==> src/hw/rtl/gji_pkg.sv <==
`timescale 1ns / 1ps
// ----------------------------------------------------------------------------
// gji_pkg
// Shared types and constants of the Gauss-Jordan inverter: the inner
// fixed-point limits and the command and status words between the
// controller and the datapath.
// ----------------------------------------------------------------------------
package gji_pkg;

    // Inner word width and the width of the stream value.
    localparam int INNER_W = 48;
    localparam int Q_W     = 32;

    // Row and column counters hold the matrix order itself.
    localparam int CNT_W = 4;

    // Inner saturation limits and the magnitude of the negative limit.
    localparam logic signed [INNER_W-1:0] POS_LIM = 48'sh7FFF_FFFF_FFFF;
    localparam logic signed [INNER_W-1:0] NEG_LIM = 48'sh8000_0000_0000;
    localparam logic [INNER_W:0]          MAG_POS = 49'h0_7FFF_FFFF_FFFF;
    localparam logic [INNER_W:0]          MAG_NEG = 49'h0_8000_0000_0000;

    // Store selector.
    localparam logic SEL_WORK = 1'b0;
    localparam logic SEL_INV  = 1'b1;

    // Datapath operations.
    typedef enum logic [2:0] {
        OP_PIVOT = 3'd0,
        OP_FLOAD = 3'd1,
        OP_SCALE = 3'd2,
        OP_ELIM  = 3'd3,
        OP_OUT   = 3'd4
    } gji_op_t;

    typedef struct packed {
        logic             start;
        gji_op_t          op;
        logic             sel;
        logic [CNT_W-1:0] row_a;
        logic [CNT_W-1:0] row_b;
        logic [CNT_W-1:0] col;
        logic             load_we;
        logic             zero_out;
    } gji_cmd_t;

    typedef struct packed {
        logic done;
        logic piv_zero;
    } gji_status_t;

endpackage

==> src/hw/rtl/gji_ctrl.sv <==
`timescale 1ns / 1ps
// ----------------------------------------------------------------------------
// gji_ctrl
// Controller: loads the matrix, walks pivots, rows and columns of the
// elimination and sequences the output words.
// ----------------------------------------------------------------------------
module gji_ctrl #(
    parameter int MAX_SIZE = 8
) (
    input  logic                        aclk,
    input  logic                        aresetn,
    input  logic                        cfg_wr_en,
    input  logic [gji_pkg::CNT_W-1:0]   cfg_wr_data,
    input  logic                        s_tvalid,
    output logic                        s_tready,
    output logic                        m_tvalid,
    input  logic                        m_tready,
    output logic                        m_last,
    output logic                        m_singular,
    output gji_pkg::gji_cmd_t           cmd,
    input  gji_pkg::gji_status_t        status
);
    import gji_pkg::*;

    typedef enum logic [6:0] {
        ST_LOAD  = 7'b0000001,
        ST_PIV   = 7'b0000010,
        ST_SCALE = 7'b0000100,
        ST_FRD   = 7'b0001000,
        ST_ELIM  = 7'b0010000,
        ST_ORD   = 7'b0100000,
        ST_OHOLD = 7'b1000000
    } state_t;

    state_t           state_reg;
    logic [CNT_W-1:0] size_reg;
    logic [CNT_W-1:0] row_reg, col_reg, i_reg, j_reg, k_reg;
    logic             sel_reg;
    logic             go_reg;
    logic             m_tvalid_reg, m_last_reg, sing_reg;

    logic [CNT_W-1:0] n, n_m1, k_first, k_inc, k_next;
    logic             last_cell;

    // Effective order and loop bounds.
    always_comb begin
        if (size_reg == '0) begin
            n = CNT_W'(1);
        end else if (size_reg > CNT_W'(MAX_SIZE)) begin
            n = CNT_W'(MAX_SIZE);
        end else begin
            n = size_reg;
        end
        n_m1      = n - 1'b1;
        k_first   = (i_reg == '0) ? CNT_W'(1) : '0;
        k_inc     = k_reg + 1'b1;
        k_next    = (k_inc == i_reg) ? k_inc + 1'b1 : k_inc;
        last_cell = (row_reg == n_m1) && (col_reg == n_m1);
    end

    always_ff @(posedge aclk) begin
        if (!aresetn) begin
            state_reg    <= ST_LOAD;
            size_reg     <= CNT_W'(8);
            row_reg      <= '0;
            col_reg      <= '0;
            i_reg        <= '0;
            j_reg        <= '0;
            k_reg        <= '0;
            sel_reg      <= SEL_WORK;
            go_reg       <= 1'b0;
            m_tvalid_reg <= 1'b0;
            m_last_reg   <= 1'b0;
            sing_reg     <= 1'b0;
        end else begin
            go_reg <= 1'b0;
            if (cfg_wr_en) begin
                size_reg <= cfg_wr_data;
                row_reg  <= '0;
                col_reg  <= '0;
            end
            case (state_reg)
                ST_LOAD: begin
                    if (s_tvalid && !cfg_wr_en) begin
                        if (last_cell) begin
                            row_reg   <= '0;
                            col_reg   <= '0;
                            i_reg     <= '0;
                            sing_reg  <= 1'b0;
                            go_reg    <= 1'b1;
                            state_reg <= ST_PIV;
                        end else if (col_reg == n_m1) begin
                            col_reg <= '0;
                            row_reg <= row_reg + 1'b1;
                        end else begin
                            col_reg <= col_reg + 1'b1;
                        end
                    end
                end
                ST_PIV: begin
                    if (status.done) begin
                        go_reg <= 1'b1;
                        if (status.piv_zero) begin
                            sing_reg  <= 1'b1;
                            state_reg <= ST_ORD;
                        end else begin
                            j_reg     <= '0;
                            sel_reg   <= SEL_WORK;
                            state_reg <= ST_SCALE;
                        end
                    end
                end
                ST_SCALE, ST_ELIM: begin
                    // Each column is done for the work row, then the companion row.
                    if (status.done) begin
                        go_reg <= 1'b1;
                        if (sel_reg == SEL_WORK) begin
                            sel_reg <= SEL_INV;
                        end else begin
                            sel_reg <= SEL_WORK;
                            if (j_reg != n_m1) begin
                                j_reg <= j_reg + 1'b1;
                            end else begin
                                j_reg <= '0;
                                if (state_reg == ST_SCALE && k_first < n) begin
                                    k_reg     <= k_first;
                                    state_reg <= ST_FRD;
                                end else if (state_reg == ST_ELIM && k_next < n) begin
                                    k_reg     <= k_next;
                                    state_reg <= ST_FRD;
                                end else if (i_reg == n_m1) begin
                                    state_reg <= ST_ORD;
                                end else begin
                                    i_reg     <= i_reg + 1'b1;
                                    state_reg <= ST_PIV;
                                end
                            end
                        end
                    end
                end
                ST_FRD: begin
                    if (status.done) begin
                        j_reg     <= '0;
                        sel_reg   <= SEL_WORK;
                        go_reg    <= 1'b1;
                        state_reg <= ST_ELIM;
                    end
                end
                ST_ORD: begin
                    if (status.done) begin
                        m_tvalid_reg <= 1'b1;
                        m_last_reg   <= last_cell;
                        state_reg    <= ST_OHOLD;
                    end
                end
                ST_OHOLD: begin
                    if (m_tready) begin
                        m_tvalid_reg <= 1'b0;
                        if (m_last_reg) begin
                            row_reg   <= '0;
                            col_reg   <= '0;
                            state_reg <= ST_LOAD;
                        end else begin
                            if (col_reg == n_m1) begin
                                col_reg <= '0;
                                row_reg <= row_reg + 1'b1;
                            end else begin
                                col_reg <= col_reg + 1'b1;
                            end
                            go_reg    <= 1'b1;
                            state_reg <= ST_ORD;
                        end
                    end
                end
                default: begin
                    state_reg <= ST_LOAD;
                end
            endcase
        end
    end

    // Command word for the datapath.
    always_comb begin
        cmd.start    = go_reg;
        cmd.op       = OP_OUT;
        cmd.sel      = sel_reg;
        cmd.row_a    = i_reg;
        cmd.row_b    = k_reg;
        cmd.col      = j_reg;
        cmd.load_we  = 1'b0;
        cmd.zero_out = sing_reg;
        case (state_reg)
            ST_LOAD: begin
                cmd.row_a   = row_reg;
                cmd.col     = col_reg;
                cmd.load_we = s_tvalid && !cfg_wr_en;
            end
            ST_PIV: begin
                cmd.op  = OP_PIVOT;
                cmd.sel = SEL_WORK;
                cmd.col = i_reg;
            end
            ST_FRD: begin
                cmd.op    = OP_FLOAD;
                cmd.sel   = SEL_WORK;
                cmd.row_a = k_reg;
                cmd.col   = i_reg;
            end
            ST_SCALE: begin
                cmd.op = OP_SCALE;
            end
            ST_ELIM: begin
                cmd.op = OP_ELIM;
            end
            default: begin
                cmd.sel   = SEL_INV;
                cmd.row_a = row_reg;
                cmd.col   = col_reg;
            end
        endcase
    end

    assign s_tready   = (state_reg == ST_LOAD) && !cfg_wr_en;
    assign m_tvalid   = m_tvalid_reg;
    assign m_last     = m_last_reg;
    assign m_singular = sing_reg;

`ifndef SYNTHESIS
    // Loading and output never overlap.
    a_no_overlap: assert property (@(posedge aclk) disable iff (!aresetn)
        !(s_tready && m_tvalid_reg))
        else $error("input ready while a result word is pending");

    // No datapath operation is launched while a result word waits.
    a_no_start_in_hold: assert property (@(posedge aclk) disable iff (!aresetn)
        !(go_reg && m_tvalid_reg))
        else $error("datapath started during output hold");

    // After the last word of the inverse the block is ready for a new matrix.
    a_back_to_load: assert property (@(posedge aclk) disable iff (!aresetn)
        (m_tvalid_reg && m_tready && m_last_reg) |=> (state_reg == ST_LOAD))
        else $error("no return to loading after the last word");
`endif

endmodule

==> config.mk <==
export PLATFORM = sky130hd
export DESIGN_NAME = gji_ctrl
export DESIGN_NICKNAME = d
export VERILOG_FILES = /design/src/hw/rtl/gji_pkg.sv /design/src/hw/rtl/gji_ctrl.sv
export SDC_FILE = /design/constraint.sdc
export NUM_CORES = 1
export LEC_CHECK = 0
export BUFFER_PORTS_ARGS = -buffer_cell sky130_fd_sc_hd__clkbuf_2
export CAP_MARGIN = 5
export CORE_ASPECT_RATIO = 1.75
export CORE_MARGIN = 10
export CORE_UTILIZATION = 54
export DETAILED_ROUTE_END_ITERATION = 8
export PLACE_DENSITY_LB_ADDON = 0.12
export SLEW_MARGIN = 40
export SYNTH_ARGS = -nofsm -noshare
export SYNTH_HDL_FRONTEND = slang
export SYNTH_SLANG_ARGS = --single-unit
==> constraint.sdc <==
create_clock -name aclk -period 3.33 [get_ports aclk]
set_clock_uncertainty 0.2 [all_clocks]
set_input_delay 0.666 -clock aclk [delete_from_list [all_inputs] [get_ports aclk]]
set_output_delay 0.666 -clock aclk [all_outputs]
set_load 0.03 [all_outputs]
==> impl_results.md <==
* Slew at the pin closest to its max-slew limit at 599 ps
* Post-CTS Hold Buffers at 0
* First-pass GRT wire length at roughly 15000 um
* Global Route Usage Sum at between 20% and 30%
* Die X-Extent at about 77 um
* Max Cap Violations at 0
* CP Launch Type: flip-flop
* Avg WL per Cell at roughly 19 um
* Cell-by-cell trace of the critical path: nor2_1, nand3_2, clkinv_1, or2_2, a222oi_1, inv_1, clkbuf_2
* Synthesized Nets at 399
* Leakage dissipation at 1.45 nW
* Post-placement cell count at between 400 and 500
* Most frequent cells in the layout: 34 x dfxtp_1, 33 x clkbuf_2, 25 x nor2_1, 25 x nand2_1
* Area growth from synthesis to layout at 16.0%
* I/O pin total at 34
* Seq/Total Area, Yosys at 23.1%
* Final Critical Period at about 3200 ps
* Inserted Diodes at 0
* CTS Root Cell: clkbuf_8
* Number of flops mapped to enable cells by yosys at 0
* Avg Cell Area, Syn at approximately 8.3 sq um
* Worst EP required at 2460 ps
* Core region area at 0.00559 sq mm
* Clock-pin slew on the worst setup and hold paths at ~70 ps
* Post-DRT Antenna Nets at 0
* Post-synthesis cell type count at 89
* Status: complete, no violations
* Final hold slack at 303 ps
* Crit share post-route at a little over nine tenths
* Rel. slew slack at 59.5%
* Slowest stage delay, CP at approximately 570 ps
* Max Transition Viols Final at 0
* Syn Inst Count at about 380
* Row cnt at 36
* Synthesized area at 0.00312 sq mm
* DR vias at just over 3000
* Largest net degree at the start of global routing at 23
* Fin nets at ~440
* GP Congestion at approximately 0.92
* Drc violations at 0
* Critical Path Sink Type: output pin
* DR vias/cell at between 6 and 7
* Delay-heaviest family, CP: simple AND/OR/NAND/NOR gates
* Fraction of layout cells with a size suffix above 1 at about a quarter
* Ys flop type: dfxtp_1
* Crit path kind: flip-flop to output pin
* Flops & latches, synth at 36
* Max reg flops at 7
* Ys Warns at 0
* Slowest cell on crit path: dfxtp_1
* Crit path buf inv count at 3
* Final setup vio count at 0
* Die Area at 0.00934 sq mm
* VDD IR-drop max at around 0.27 mV
* Drt pass-1 iters at 5
* Clock tree sinks at 36
* Crit path DAT at 2310 ps
* Initial drt markers at around 240
* Die height at about 120 um
* Clock tree buffer depth at 2
* Final WL at around 9400 um
* Htree depth at 2
* Skew-Pair Late Insertion Delay at about 290 ps
* PortBufs at 33
* CTS buffer count at 5
* Final hold vios at 0
* Class of the worst hold path: flip-flop to flip-flop
* TritonCTS clock tree: yes
* Grt total ovfl at 0
* Crit path max fanout at 7
* Async SR Flop Fraction at 0%
* Vias in the first global route at approximately 3100
* Power Dens Cells at about 420 mW/mm^2
* Fmax at roughly 310 MHz
* Non-filler cells, final at 494
* HPWL Detailed at ~7400 um
* Antenna violations before repair at 0
* Most common cell after layout, fill and taps aside: dfxtp_1
* Starting density of the core at 55.8%
cell type report:
type	count	area [sq um]
clock buffer	6	72.6
sequential	36	726
timing repair buffer	56	350
multi-input combinational	298	2260
fill	521	1970
tap	76	95.1
inverter	20	76.3
clock inverter	2	35.0
stage by stage:
| stage | util (%) | worst slack (ps) | setup TNS, ps | instance area [sq um] | power, mW |
|---|---|---|---|---|---|
| 3_3_place_gp | 61.2 | 50.4 | 0 | 3420 | 1.11 |
| 5_1_grt | 64.8 | -4.15 | -4.15 | 3620 | 1.60 |
| 2_1_floorplan | - | 38.9 | 0 | 3120 | 0.963 |
| 4_1_cts | 63.6 | 34.7 | 0 | 3550 | 1.51 |
| 6_report | 64.8 | 153 | 0 | 3620 | 1.52 |
| 3_5_place_dp | 61.2 | -23.6 | -23.6 | 3420 | 1.12 |
worst paths after layout:
check | to | cells after the start | start | slack (ps)
max | cmd[13] | 7 | state_reg[1] | 150
max reg2reg | k_reg[3] | 13 | k_reg[1] | 210
min | m_tvalid | 2 | m_tvalid | 300
min reg2reg | m_tvalid | 2 | m_tvalid | 300
Yosys cell counts (4+ instances only):
master	n	share of area, %
nor2b_1	4	0.80
and3_1	5	1.0
nand2_1	25	3.0
a22oi_1	7	1.7
o21ai_0	8	1.3
a31oi_1	7	1.4
or3_1	7	1.4
a21oi_1	24	3.9
ha_1	11	4.4
nand3_1	17	2.7
clkbuf_1	8	0.96
xnor3_1	4	2.9
xnor2_1	7	2.0
dfxtp_1	36	23
nand2b_1	8	1.6
xor2_1	7	2.0
nor3_1	8	1.3
buf_2	10	1.6
nor2_1	26	3.1
inv_1	17	2.0
nand4_1	7	1.4
mux2i_1	6	1.9
o21ai_1	15	2.4
nand3b_1	5	1.2
power by group:
| part | switching (mW) | internal (mW) |
|---|---|---|
| combinational | 0.408 | 0.227 |
| sequential | 0.0485 | 0.454 |
| clock | 0.164 | 0.222 |
metal layers:
metal | GRT usage (%) | vias up | wire [um]
li1 | - | 1485 | -
met1 | 20.6 | 1474 | 3620
met2 | 37.3 | 98 | 5050
met3 | 3.34 | 20 | 411
met4 | 12.2 | 0 | 292
met5 | 0 | - | 0
tightest hold or removal path: stages, from the launching register on:
cell	delay, ps
dfxtp_1	340
a32oi_1	60
nor2_1	80
kinds of logic after synthesis:
| group | count (synthesis) | synth area share (%) |
|---|---|---|
| and+or+nand+nor | 150 | 29.3 |
| AOI/OAI and AO/OA | 111 | 26.7 |
| buffers and inverters | 43 | 6.46 |
| DFF | 36 | 23.1 |
| xor gates and xnor gates | 20 | 8.10 |
| adders and majority gates | 11 | 4.41 |
| muxes | 6 | 1.93 |
timing repair:
action	4_1_cts	5_1_grt
setup endpoints to repair	1	11
pin swaps	1	2
setup buffers	1	0
resized for setup	1	15
No activity file was read; power rests on OpenSTA's default activity.
